### src/sobol_pkg.sv
`timescale 1ns / 1ps
// ----------------------------------------------------------------------------
// Sobol generator package
// Transfer types, command groups and action codes shared by the generator.
// ----------------------------------------------------------------------------
package sobol_pkg;

  // action codes
  localparam logic [1:0] ACT_LOAD   = 2'd0;
  localparam logic [1:0] ACT_EXPAND = 2'd1;
  localparam logic [1:0] ACT_GET    = 2'd2;
  localparam logic [1:0] ACT_SKIP   = 2'd3;

  typedef struct packed {
    logic [1:0]  action;
    logic [3:0]  dim_index;
    logic [4:0]  bit_index;
    logic [31:0] value;
  } in_item_t;

  typedef struct packed {
    logic [31:0] coordinate;
    logic [3:0]  coordinate_index;
    logic        last_of_point;
    logic        exhausted;
  } out_item_t;

  // direction table commands, one-cycle pulses at transfer
  typedef struct packed {
    logic        load;
    logic        expand;
    logic [3:0]  dim_index;
    logic [4:0]  bit_index;
    logic [31:0] value;
  } dir_cmd_t;

  // point unit commands, one-cycle pulses at transfer
  typedef struct packed {
    logic get;
    logic skip;
  } pt_cmd_t;

endpackage

### src/sobol_point_unit.sv
`timescale 1ns / 1ps
// ----------------------------------------------------------------------------
// Sobol point unit
// Coordinate memory, point counter and read cursor; serves get and skip and
// builds each new point by read-modify-write over the coordinates.
// ----------------------------------------------------------------------------
module sobol_point_unit #(
  parameter int BITS     = 32,
  parameter int MAX_DIMS = 16,
  localparam int AW      = $clog2(MAX_DIMS * BITS),
  localparam int CW      = $clog2(MAX_DIMS + 1)
) (
  input  logic                 clk,
  input  logic                 rst_n,
  input  sobol_pkg::pt_cmd_t   cmd_i,
  input  logic [CW-1:0]        n_i,
  input  logic                 cfg_we_i,
  input  logic [CW-1:0]        cfg_n_i,
  output logic                 busy_o,
  output logic [AW-1:0]        dir_addr_o,
  input  logic [BITS-1:0]      dir_data_i,
  output logic                 res_valid_o,
  output sobol_pkg::out_item_t res_o
);

  localparam int DW  = (MAX_DIMS > 1) ? $clog2(MAX_DIMS) : 1;
  localparam int CBW = $clog2(BITS);

  typedef enum logic [2:0] {P_CLR, P_IDLE, P_NP, P_NPL, P_GRD} state_t;

  state_t          state_r, state_nxt;
  logic [BITS-1:0] cnt_r, cnt_nxt;
  logic [CW-1:0]   cur_r, cur_nxt;
  logic [DW-1:0]   j_r, j_nxt;
  logic [CBW-1:0]  c_r, c_nxt;
  logic            pend_get_r, pend_get_nxt;
  logic            ov_r, ov_nxt;
  logic [3:0]      oidx_r, oidx_nxt;
  logic            olast_r, olast_nxt;
  logic            oexh_r, oexh_nxt;

  logic [BITS-1:0] mem [MAX_DIMS];
  logic [BITS-1:0] crd_r;
  logic            cwe;
  logic [DW-1:0]   cwaddr, craddr;
  logic [BITS-1:0] cwdata;

  logic [BITS-1:0] onehot;
  logic [CBW-1:0]  c_enc;
  logic            have_coord, need_np, do_get;
  logic [31:0]     cur32;
  logic [31:0]     coord32;

  // index of the lowest zero bit of the count
  always_comb begin
    onehot = ~cnt_r & (cnt_r + BITS'(1));
    c_enc  = '0;
    for (int b = 0; b < BITS; b++) begin
      if (onehot[b]) c_enc = c_enc | CBW'(b);
    end
  end

  assign have_coord = (cur_r < n_i);
  assign cur32      = 32'(cur_r);

  always_comb begin
    state_nxt    = state_r;
    cnt_nxt      = cnt_r;
    cur_nxt      = cur_r;
    j_nxt        = j_r;
    c_nxt        = c_r;
    pend_get_nxt = pend_get_r;
    ov_nxt       = 1'b0;
    oidx_nxt     = '0;
    olast_nxt    = 1'b0;
    oexh_nxt     = 1'b0;
    cwe          = 1'b0;
    cwaddr       = j_r;
    cwdata       = crd_r ^ dir_data_i;
    craddr       = DW'(cur_r);
    need_np      = 1'b0;
    do_get       = 1'b0;

    // a dimension write also lands while the clear pass runs
    if (cfg_we_i) begin
      cur_nxt = cfg_n_i;
    end

    unique case (state_r)
      P_CLR: begin
        cwe    = 1'b1;
        cwdata = '0;
        if (32'(j_r) == MAX_DIMS - 1) begin
          j_nxt     = '0;
          state_nxt = P_IDLE;
        end else begin
          j_nxt = j_r + DW'(1);
        end
      end
      P_IDLE: begin
        do_get  = cmd_i.get & have_coord;
        need_np = (cmd_i.get & ~have_coord) | (cmd_i.skip & have_coord);
        if (need_np) begin
          if (&cnt_r) begin
            ov_nxt   = 1'b1;
            oexh_nxt = 1'b1;
          end else begin
            cnt_nxt      = cnt_r + BITS'(1);
            c_nxt        = c_enc;
            j_nxt        = '0;
            pend_get_nxt = cmd_i.get;
            state_nxt    = P_NP;
          end
        end
      end
      P_NP: begin
        // read entry j while writing back entry j-1
        craddr = j_r;
        cwaddr = j_r - DW'(1);
        cwe    = (j_r != '0);
        if (32'(j_r) + 32'd1 == 32'(n_i)) begin
          state_nxt = P_NPL;
        end else begin
          j_nxt = j_r + DW'(1);
        end
      end
      P_NPL: begin
        cwe       = 1'b1;
        cur_nxt   = '0;
        state_nxt = pend_get_r ? P_GRD : P_IDLE;
      end
      P_GRD: begin
        do_get    = 1'b1;
        state_nxt = P_IDLE;
      end
      default: state_nxt = P_IDLE;
    endcase

    if (do_get) begin
      ov_nxt    = 1'b1;
      oidx_nxt  = cur32[3:0];
      olast_nxt = (cur32 + 32'd1 == 32'(n_i));
      cur_nxt   = cur_r + CW'(1);
    end
  end

  always_ff @(posedge clk) begin
    if (!rst_n) begin
      state_r <= P_CLR;
      cnt_r   <= '0;
      cur_r   <= CW'(1);
      j_r     <= '0;
      ov_r    <= 1'b0;
    end else begin
      state_r <= state_nxt;
      cnt_r   <= cnt_nxt;
      cur_r   <= cur_nxt;
      j_r     <= j_nxt;
      ov_r    <= ov_nxt;
    end
    c_r        <= c_nxt;
    pend_get_r <= pend_get_nxt;
    oidx_r     <= oidx_nxt;
    olast_r    <= olast_nxt;
    oexh_r     <= oexh_nxt;
  end

  always_ff @(posedge clk) begin
    if (cwe) begin
      mem[cwaddr] <= cwdata;
    end
    crd_r <= mem[craddr];
  end

  generate
    if (BITS >= 32) begin : g_wide
      assign coord32 = crd_r[BITS-1 -: 32];
    end else begin : g_narrow
      assign coord32 = {crd_r, {(32 - BITS){1'b0}}};
    end
  endgenerate

  assign dir_addr_o = AW'(32'(j_r) * BITS + 32'(c_r));
  assign busy_o     = (state_r != P_IDLE);

  assign res_valid_o            = ov_r;
  assign res_o.coordinate       = oexh_r ? 32'd0 : coord32;
  assign res_o.coordinate_index = oidx_r;
  assign res_o.last_of_point    = olast_r;
  assign res_o.exhausted        = oexh_r;

endmodule

### config.mk
export PLATFORM = sky130hd
export DESIGN_NAME = sobol_point_unit
export DESIGN_NICKNAME = d
export VERILOG_FILES = /design/src/sobol_pkg.sv /design/src/sobol_point_unit.sv
export SDC_FILE = /design/constraint.sdc
export NUM_CORES = 1
export LEC_CHECK = 0
export BUFFER_PORTS_ARGS = -buffer_cell sky130_fd_sc_hd__clkbuf_2
export CORE_MARGIN = 4
export CORE_UTILIZATION = 30
export DETAILED_ROUTE_END_ITERATION = 10
export GPL_ROUTABILITY_DRIVEN = 0
export PLACE_DENSITY = 0.55
export SETUP_SLACK_MARGIN = 0.1
export SLEW_MARGIN = 40
export SYNTH_ARGS = -nofsm -noshare
export SYNTH_HDL_FRONTEND = slang
export SYNTH_SLANG_ARGS = --single-unit
### constraint.sdc
create_clock -name clk -period 4.4 [get_ports clk]
set_clock_uncertainty 0.2 [all_clocks]
set_input_delay 0.22 -clock clk [delete_from_list [all_inputs] [get_ports clk]]
set_output_delay 0.22 -clock clk [all_outputs]
set_load 0.1 [all_outputs]
==> results of run 1 <==
-- sequential cells by signal, indices dropped and copies added (netlist names) --
| name | count |
|---|---|
| olast_r | 1 |
| pend_get_r | 1 |
| cnt_r | 32 |
| mem | 512 |
| res_valid_o | 1 |
| state_r | 3 |
| oidx_r | 4 |
| cur_r | 5 |
| c_r | 5 |
| coord32 | 32 |
| oexh_r | 1 |
| j_r | 4 |
-- worst min-delay path, delay by kind of cell --
| kind | cells | cell delay [ns] |
|---|---|---|
| XOR/XNOR | 1 | 0.14 |
| AND/OR/NAND/NOR | 1 | 0.12 |
| buffers and inverters | 1 | 0.09 |
-- worst paths after layout --
kind	endpoint	slack, ns
worst max-delay path	olast_r	0.64
worst min-delay path	mem[12][7]	-0.03
worst max register to register	olast_r	0.64
worst min register to register	cnt_r[30]	0.30
-- per-layer routing --
metal	global-route usage (%)	wire length, microns	vias to the layer above
met5	0	0	-
met3	2.11	2450	76
met2	23.1	28900	317
met1	17.9	24800	6797
met4	3.95	1130	0
li1	-	-	5803
-- kinds of logic after synthesis --
group	after synthesis	share of synthesized area [%]
compound gates	141	4.32
buf+inv	120	2.07
simple gates	289	5.88
flops	601	71.6
mux	139	12.4
fa+ha+maj	41	2.13
xor+xnor	44	1.60
-- layout make-up --
cell class,count,area (sq um)
antenna,1,2.50
fill,7349,50400
tap,1050,1310
clock buffer,90,1850
clock inverter,37,405
multi-input combinational,654,6610
inverter,49,184
timing repair buffer,173,1300
sequential,601,17200
-- stage by stage --
step | utilization (%) | std cells | hold slack (ns) | power [W]
4_1_cts | 36.3 | 2647 | 0.00650 | 0.0156
2_1_floorplan | - | 1375 | 0.119 | 0.00903
5_1_grt | 36.4 | 2655 | -0.0201 | 0.0160
3_3_place_gp | 33.0 | 2490 | 0.279 | 0.00983
3_5_place_dp | 33.1 | 2491 | 0.276 | 0.00988
6_report | 36.4 | 2655 | -0.0299 | 0.0154
-- power by group through the flow --
stage	sequential (W)	combinational [W]	clock, W
global placement	0.00712	0.00271	0
detailed placement	0.00714	0.00274	0
global route	0.00706	0.00292	0.00605
floorplan	0.00711	0.00193	0
CTS	0.00703	0.00277	0.00579
finish	0.00701	0.00274	0.00563
-- layout by cell type (no fill, tap or decap), types with 6 or more instances in the layout --
cell	count
a21oi_1	9
clkinv_1	9
mux2i_1	7
nand2_1	46
buf_12	12
edfxtp_1	518
buf_4	29
ha_1	41
nor2_2	32
clkbuf_16	70
clkbuf_2	95
mux4_2	128
inv_6	6
nand3_1	13
a211oi_1	32
inv_1	48
a22oi_1	65
nor2b_1	38
clkinvlp_4	7
and3_1	6
nor4_1	18
dlygate4sd3_1	36
o21ai_0	7
nor2_1	60
nor2_4	20
clkbuf_1	18
xnor2_1	40
dfxtp_1	82
nand4_1	12
nor3_1	16
==> impl_metrics.tcl, run 1 <==
set metrics [dict create \
    cts-resized-gates 0 \
    rsz0062_at_grt "false" \
    pwr_density_cell_nw_per_um2 533 \
    finalWirelength_mm 57.3 \
    ir_worst_vdd_uv 286 \
    worst_setup_path_end_kind "flop" \
    grtUsageTotal_pct 13.5 \
    initial_core_util_pct 30.4 \
    synth.most_common_cell "edfxtp_1" \
    die_y_microns 291 \
    ant_nets 0 \
    path_clk_slew_ns 0.06 \
    clockRootBuffer "clkbuf_16" \
    synth_top_area_share_pct 64.6 \
    post-place-ws_ns 0.832 \
    hold_ws_ns -0.0299 \
    setup_tns_ns 0 \
    r2r.worst_path.cells 8 \
    max-clock-path-buffers 3 \
    synthesis.area_sq_um 24100 \
    clockPowerShare_pct 36.6 \
    cp.arrival_ns 4.09 \
    drv_slew 0 \
    nets 1636 \
    yosys.cell_types.count 57 \
    synth_seq_area_share_pct 71.6 \
    grt_pass1_wl_mm 87.7 \
    hold_violations 57 \
    drt_first_pass_iters 5 \
    antenna_found_initial 1 \
    ys_warn_count 0 \
    io_buffer_count 95 \
    fin_crit_ns 3.76 \
    async_reset_ff_share_pct 0 \
    hold_class "primary input to flop" \
    wl_per_cell_microns 21.6 \
    tritoncts "done" \
    dieArea_sq_um 84800 \
    dpl_cell_area_sq_um 26200 \
    row_count 103 \
    yosysTopAreaCell "edfxtp_1" \
    numCtsBuffers 69 \
    maxCapViolCount 0 \
    critPathLaunchType "flop" \
    cts_hold_buffers 29 \
    ys_ff_latch 601 \
    setup_viol 0 \
    grt_pass1_vias 13756 \
    synthesis.nets 1463 \
    final_cell_area_sq_um 28900 \
    drtIter0Drc 980 \
    path_class "flop to flop" \
    postCtsSetupBuffers 0 \
    synth_commonest_cells "edfxtp_1, mux4_2, nor2_1, dfxtp_1, a22oi_1" \
    max_clock_freq_mhz 266 \
    power.leakage_nw 9.59 \
    synth_edf_count 518 \
    power.share.sequential_pct 45.6 \
    status "finished with violations" \
    via_per_inst 4.89 \
    die_x_microns 291 \
    power.internal_w 0.0109 \
    startpoint "cur_r[1]" \
    slowest_delay_ns 0.70 \
    syn_inst 1375 \
    fin_crit_sh_pct 85.4 \
    fin_ws_ns 0.641 \
    drive_gt1_share_pct 27.1 \
    cts.htree.levels 3 \
    p_switching_w 0.00448 \
    drc 0 \
    cp_slowest_cell "nor2_1" \
    clock_sinks 601 \
    area_growth_pct 20.0 \
    swShare_pct 29.1 \
    failed_checks "hold timing" \
    maxSlewHeadroom_pct 43.3 \
    grt_max_degree 83 \
    post-dp-hpwl_mm 33.1 \
    critPathMaxFanout 11 \
    coreArea_sq_um 79300 \
    synth_area_leaders "edfxtp_1, mux4_2, dfxtp_1" \
    crit_chain "ha_1 > nor2b_1 > o31ai_1 > a41oi_1 > nor2_1 > o2111ai_1 > nor4_1 > dlygate4sd3_1" \
    clock_latency_ns 0.60 \
    cp.required_ns 4.73 \
    vias 12993 \
    ios 96 \
    tightest_slew_ns 0.847 \
    min_delay_path_depth 3 \
    dominantRegCellSynth "edfxtp_1" \
    grt_overflow 0 \
    syn_area_per_cell_sq_um 17.5 \
    cp_top_family "simple AND/OR/NAND/NOR gates" \
    hp-start "dir_data_i[7]" \
    cp_num_buf_inv 1 \
    r2r_start "cur_r[1]" \
    crit_cells 8 \
    p_comb_share_pct 17.8 \
]
Note: power is estimated with default switching activity, not from simulation.
==> run 2: changes to the inputs <==
- ABC_CLOCK_PERIOD_IN_PS: not set -> 3300
- HOLD_SLACK_MARGIN: not set -> 0.08
- PLACE_DENSITY: 0.55 -> 0.56
- clock period: 4.4 -> 3.3 ns (I/O delays scaled with it)
==> run 2 against run 1 <==
The run now ends clean. Register-to-register slack got worse by 0.37 ns. Wire length fell by 1.5%. Combinational power rose by 38%. Worst hold slack improved by 0.17 ns. Non-clock buffer count rose by 39. Final area rose by 1.1%. Power rose by 30%.
==> impl_metrics.tcl, run 2 (synthesis gave the netlist of run 1 again) <==
set metrics [dict create \
    critPathMaxFanout 32 \
    rsz0062_at_grt "false" \
    hold_violations 0 \
    grt_pass1_wl_mm 85.6 \
    power.internal_w 0.0142 \
    setup_tns_ns 0 \
    nets 1665 \
    regMostFlops "mem" \
    grt_max_degree 70 \
    tightest_slew_ns 0.733 \
    path_clk_slew_ns 0.07 \
    grt_pass1_vias 13607 \
    area_growth_pct 21.3 \
    swShare_pct 28.7 \
    final_common_cell "edfxtp_1" \
    cp.required_ns 3.39 \
    clock_latency_ns 0.62 \
    critPathLaunchType "flop" \
    clockRootBuffer "clkbuf_16" \
    drt_first_pass_iters 5 \
    numCtsBuffers 59 \
    io_buffer_count 95 \
    drtIter0Drc 919 \
    fin_crit_ns 3.03 \
    fin_cells 2677 \
    coreArea_sq_um 79300 \
    setup_viol 0 \
    pwr_density_cell_nw_per_um2 684 \
    p_comb_share_pct 18.9 \
    p_switching_w 0.00573 \
    ir_worst_vdd_uv 416 \
    drive_gt1_share_pct 27.6 \
    dpl_cell_area_sq_um 26600 \
    largest_reg_flops 512 \
    max_clock_freq_mhz 330 \
    antenna_found_initial 0 \
    antennaDiodeCount 0 \
    path_class "flop to flop" \
    fin_crit_sh_pct 91.8 \
    ios 96 \
    finalWirelength_mm 56.5 \
    worst_setup_path_end_kind "flop" \
    ant_nets 0 \
    dpl.cell_count 2516 \
    die_y_microns 291 \
    max-clock-path-buffers 3 \
    die_x_microns 291 \
    maxCapViolCount 0 \
    wl_per_cell_microns 21.1 \
    hold_class "primary input to flop" \
    dieArea_sq_um 84800 \
    maxSlewHeadroom_pct 51.1 \
    vias 12903 \
    status "complete, no violations" \
    clockPowerShare_pct 34.1 \
    grt_overflow 0 \
    power.share.sequential_pct 46.9 \
    postCtsSetupBuffers 0 \
    cp.arrival_ns 3.12 \
    cts.htree.levels 2 \
    drc 0 \
    initial_core_util_pct 30.4 \
    layout_common_cells "edfxtp_1, mux4_2, clkbuf_2, dfxtp_1, a22oi_1" \
    post-dp-hpwl_mm 33.1 \
    r2r_slack_ns 0.27 \
    tritoncts "done" \
    grtUsageTotal_pct 13.2 \
    drv_slew 0 \
    via_per_inst 4.82 \
    row_count 103 \
    clock_sinks 601 \
    final_cell_area_sq_um 29200 \
    power.leakage_nw 9.74 \
]
[run 2: path summary, 6_finish.rpt]
kind	start	end	depth (start not counted)
worst max register to register	state_r[2]	mem[11][6]	7
worst max-delay path	state_r[2]	mem[11][6]	7
worst min-delay path	cmd_i[1]	pend_get_r	2
worst min register to register	cnt_r[31]	cnt_r[31]	2
[run 2: power groups by stage]
stage	clock network [W]	registers, W	logic, W
floorplan	0	0.00946	0.00262
global placement	0	0.00952	0.00370
detailed placement	0	0.00953	0.00376
CTS	0.00701	0.00938	0.00381
global route	0.00735	0.00942	0.00401
finish	0.00681	0.00936	0.00378
[run 2: final cells by class]
| class | instances | area, sq um |
|---|---|---|
| Timing Repair Buffer | 212 | 1870 |
| Inverter | 49 | 184 |
| Clock inverter | 35 | 425 |
| Fill cell | 7294 | 50100 |
| Clock buffer | 76 | 1560 |
| Multi-Input combinational cell | 654 | 6620 |
| Tap cell | 1050 | 1310 |
| Sequential cell | 601 | 17200 |
[run 2: timing repair]
item	4_1_cts	5_1_grt
hold buffers	49	1
hold endpoints to repair	514	16
endpoints found under the setup margin	0	4
gates resized for setup	0	1
[run 2: worst max-delay path: stages, from the launching register on]
cell	delay, ns
dfxtp_1	0.34
nor3b_4	0.38
buf_4	0.21
ha_1	0.26
nor4_1	0.45
nand2_1	0.35
nor2_4	0.21
buf_12	0.28
[run 2: routing by layer]
metal | global-route usage (%) | share of wire [%] | vias up
met5 | 0 | 0 | -
met4 | 3.47 | 2.2 | 0
met3 | 2.08 | 4.4 | 78
met2 | 22.9 | 51 | 275
met1 | 17.3 | 43 | 6702
li1 | - | - | 5848
[run 2: per-stage QoR]
stage / utilization, % / total power (W) / hold WS [ns] / setup WS [ns]
floorplan: - / 0.0121 / 0.0639 / 0.145
global placement: 33.5 / 0.0132 / 0.208 / 0.222
detailed placement: 33.6 / 0.0133 / 0.215 / 0.276
CTS: 36.7 / 0.0202 / 0.104 / 0.224
global route: 36.8 / 0.0208 / 0.135 / 0.148
finish: 36.8 / 0.0200 / 0.140 / 0.272
==> run 3: changes to the inputs <==
==> constraint.sdc (replaced) <==
create_clock -name clk -period 3.3 [get_ports clk]
set_clock_uncertainty 0.2 [all_clocks]
set_input_delay 0.825 -clock clk [delete_from_list [all_inputs] [get_ports clk]]
set_output_delay 0.825 -clock clk [all_outputs]
set_load 0.1 [all_outputs]
==> run 3 against run 2 <==
Final area shrank 1.9%. Power fell by 0.91%. Critical path depth unchanged. Sequential power about the same. Setup slack got worse by 0.0034 ns. Flip-flop and latch count is the same. Critical endpoint is now mem[3][22].
==> impl_metrics.tcl, run 3 (synthesis gave the netlist of run 1 again) <==
set metrics [dict create \
    clock_sinks 601 \
    hp-start "cmd_i[1]" \
    r2r_start "state_r[0]" \
    grt_pass1_vias 13473 \
    ant_nets 0 \
    final_cell_area_sq_um 28600 \
    worst_setup_path_end_kind "flop" \
    drv_slew 0 \
    largest_reg_flops 512 \
    fin_ws_ns 0.268 \
    hold_class "primary input to flop" \
    cts_hold_buffers 0 \
    io_buffer_count 95 \
    post-place-ws_ns 0.124 \
    grt_overflow 0 \
    dpl_cell_area_sq_um 26600 \
    coreArea_sq_um 79300 \
    nets 1618 \
    path_class "flop to flop" \
    numCtsBuffers 59 \
    clockRootBuffer "clkbuf_16" \
    setup_viol 0 \
    critPathLaunchType "flop" \
    hold_violations 0 \
    startpoint "state_r[0]" \
    n_fill_cell 7343 \
    cp.required_ns 3.39 \
    ios 96 \
    path_clk_slew_ns 0.06 \
    clock_latency_ns 0.62 \
    die_x_microns 291 \
    wl_per_cell_microns 21.4 \
    max-clock-path-buffers 3 \
    antenna_found_initial 0 \
    tritoncts "done" \
    fin_crit_ns 3.03 \
    status "complete, no violations" \
    critPathMaxFanout 13 \
    drt_first_pass_iters 5 \
    vias 12780 \
    die_y_microns 291 \
    ff_latch_area_sq_um 17200 \
    final_common_cell "edfxtp_1" \
    cp.arrival_ns 3.12 \
    maxCapViolCount 0 \
    regMostFlops "mem" \
    tightest_slew_ns 0.644 \
    grt_max_degree 61 \
    setup_tns_ns 0 \
    drtIter0Drc 988 \
    power.leakage_nw 9.52 \
    grt_pass1_wl_mm 85.7 \
    dieArea_sq_um 84800 \
    fin_crit_sh_pct 91.9 \
    power_w 0.0198 \
    rsz0062_at_grt "false" \
    cts.htree.levels 2 \
    initial_core_util_pct 30.4 \
    pwr_density_cell_nw_per_um2 691 \
    drc 0 \
    layout_common_cells "edfxtp_1, mux4_2, clkbuf_2, dfxtp_1, a22oi_1" \
    ir_worst_vdd_uv 337 \
    row_count 103 \
    drive_gt1_share_pct 28.9 \
    max_clock_freq_mhz 330 \
    maxSlewHeadroom_pct 57.0 \
    area_growth_pct 19.0 \
    multiInputGateArea_sq_um 6630 \
    finalWirelength_mm 56.3 \
    via_per_inst 4.86 \
    antennaDiodeCount 0 \
    post-dp-hpwl_mm 33.8 \
    grtUsageTotal_pct 13.2 \
]
==> run 3: final timing paths <==
kind | end | slack (ns) | depth (start not counted)
max | mem[3][22] | 0.27 | 7
min | pend_get_r | 0.25 | 1
max reg2reg | mem[3][22] | 0.27 | 7
min reg2reg | cnt_r[30] | 0.31 | 2
==> run 3: routing by layer <==
metal	global-route usage (%)	wire length, microns	vias up
met3	2.04	2360	82
met4	3.72	1200	0
met5	0	0	-
met1	16.8	23500	6699
met2	23.5	29300	241
li1	-	-	5758
==> run 3: timing repair <==
item,4_1_cts,5_1_grt
resized for setup,0,3
endpoints found under the setup margin,0,258
setup buffers,0,0
==> run 3: stage by stage <==
step	utilization, %	hold slack (ns)	cells
after floorplan	-	0.278	1375
after global placement	33.5	0.289	2517
after detailed placement	33.6	0.298	2519
after CTS	36.0	0.212	2629
after global routing	36.1	0.227	2629
final	36.1	0.251	2629
==> run 3: power by group <==
| part | internal (W) | leakage (nW) | switching (W) |
|---|---|---|---|
| Clock | 0.00394 | 0.958 | 0.00281 |
| Sequential | 0.00908 | 5.52 | 0.000267 |
| Combinational | 0.00108 | 3.05 | 0.00260 |
| Total | 0.0141 | 9.52 | 0.00568 |
==> run 3: layout make-up <==
type	count	area share [%]
clock inverter	32	1.17
clock buffer	78	5.69
timing repair buffer	165	4.61
tap	1050	4.59
inverter	49	0.643
multi-input combinational	654	23.1
sequential	601	60.2
==> run 3: critical path, cell delays in order (launching register included) <==
cell and delay (ns):
dfxtp_1 0.42, nor3b_4 0.43, buf_12 0.19, ha_1 0.26, nor4_2 0.39, nand2_1 0.32, nor2_4 0.20, buf_4 0.29
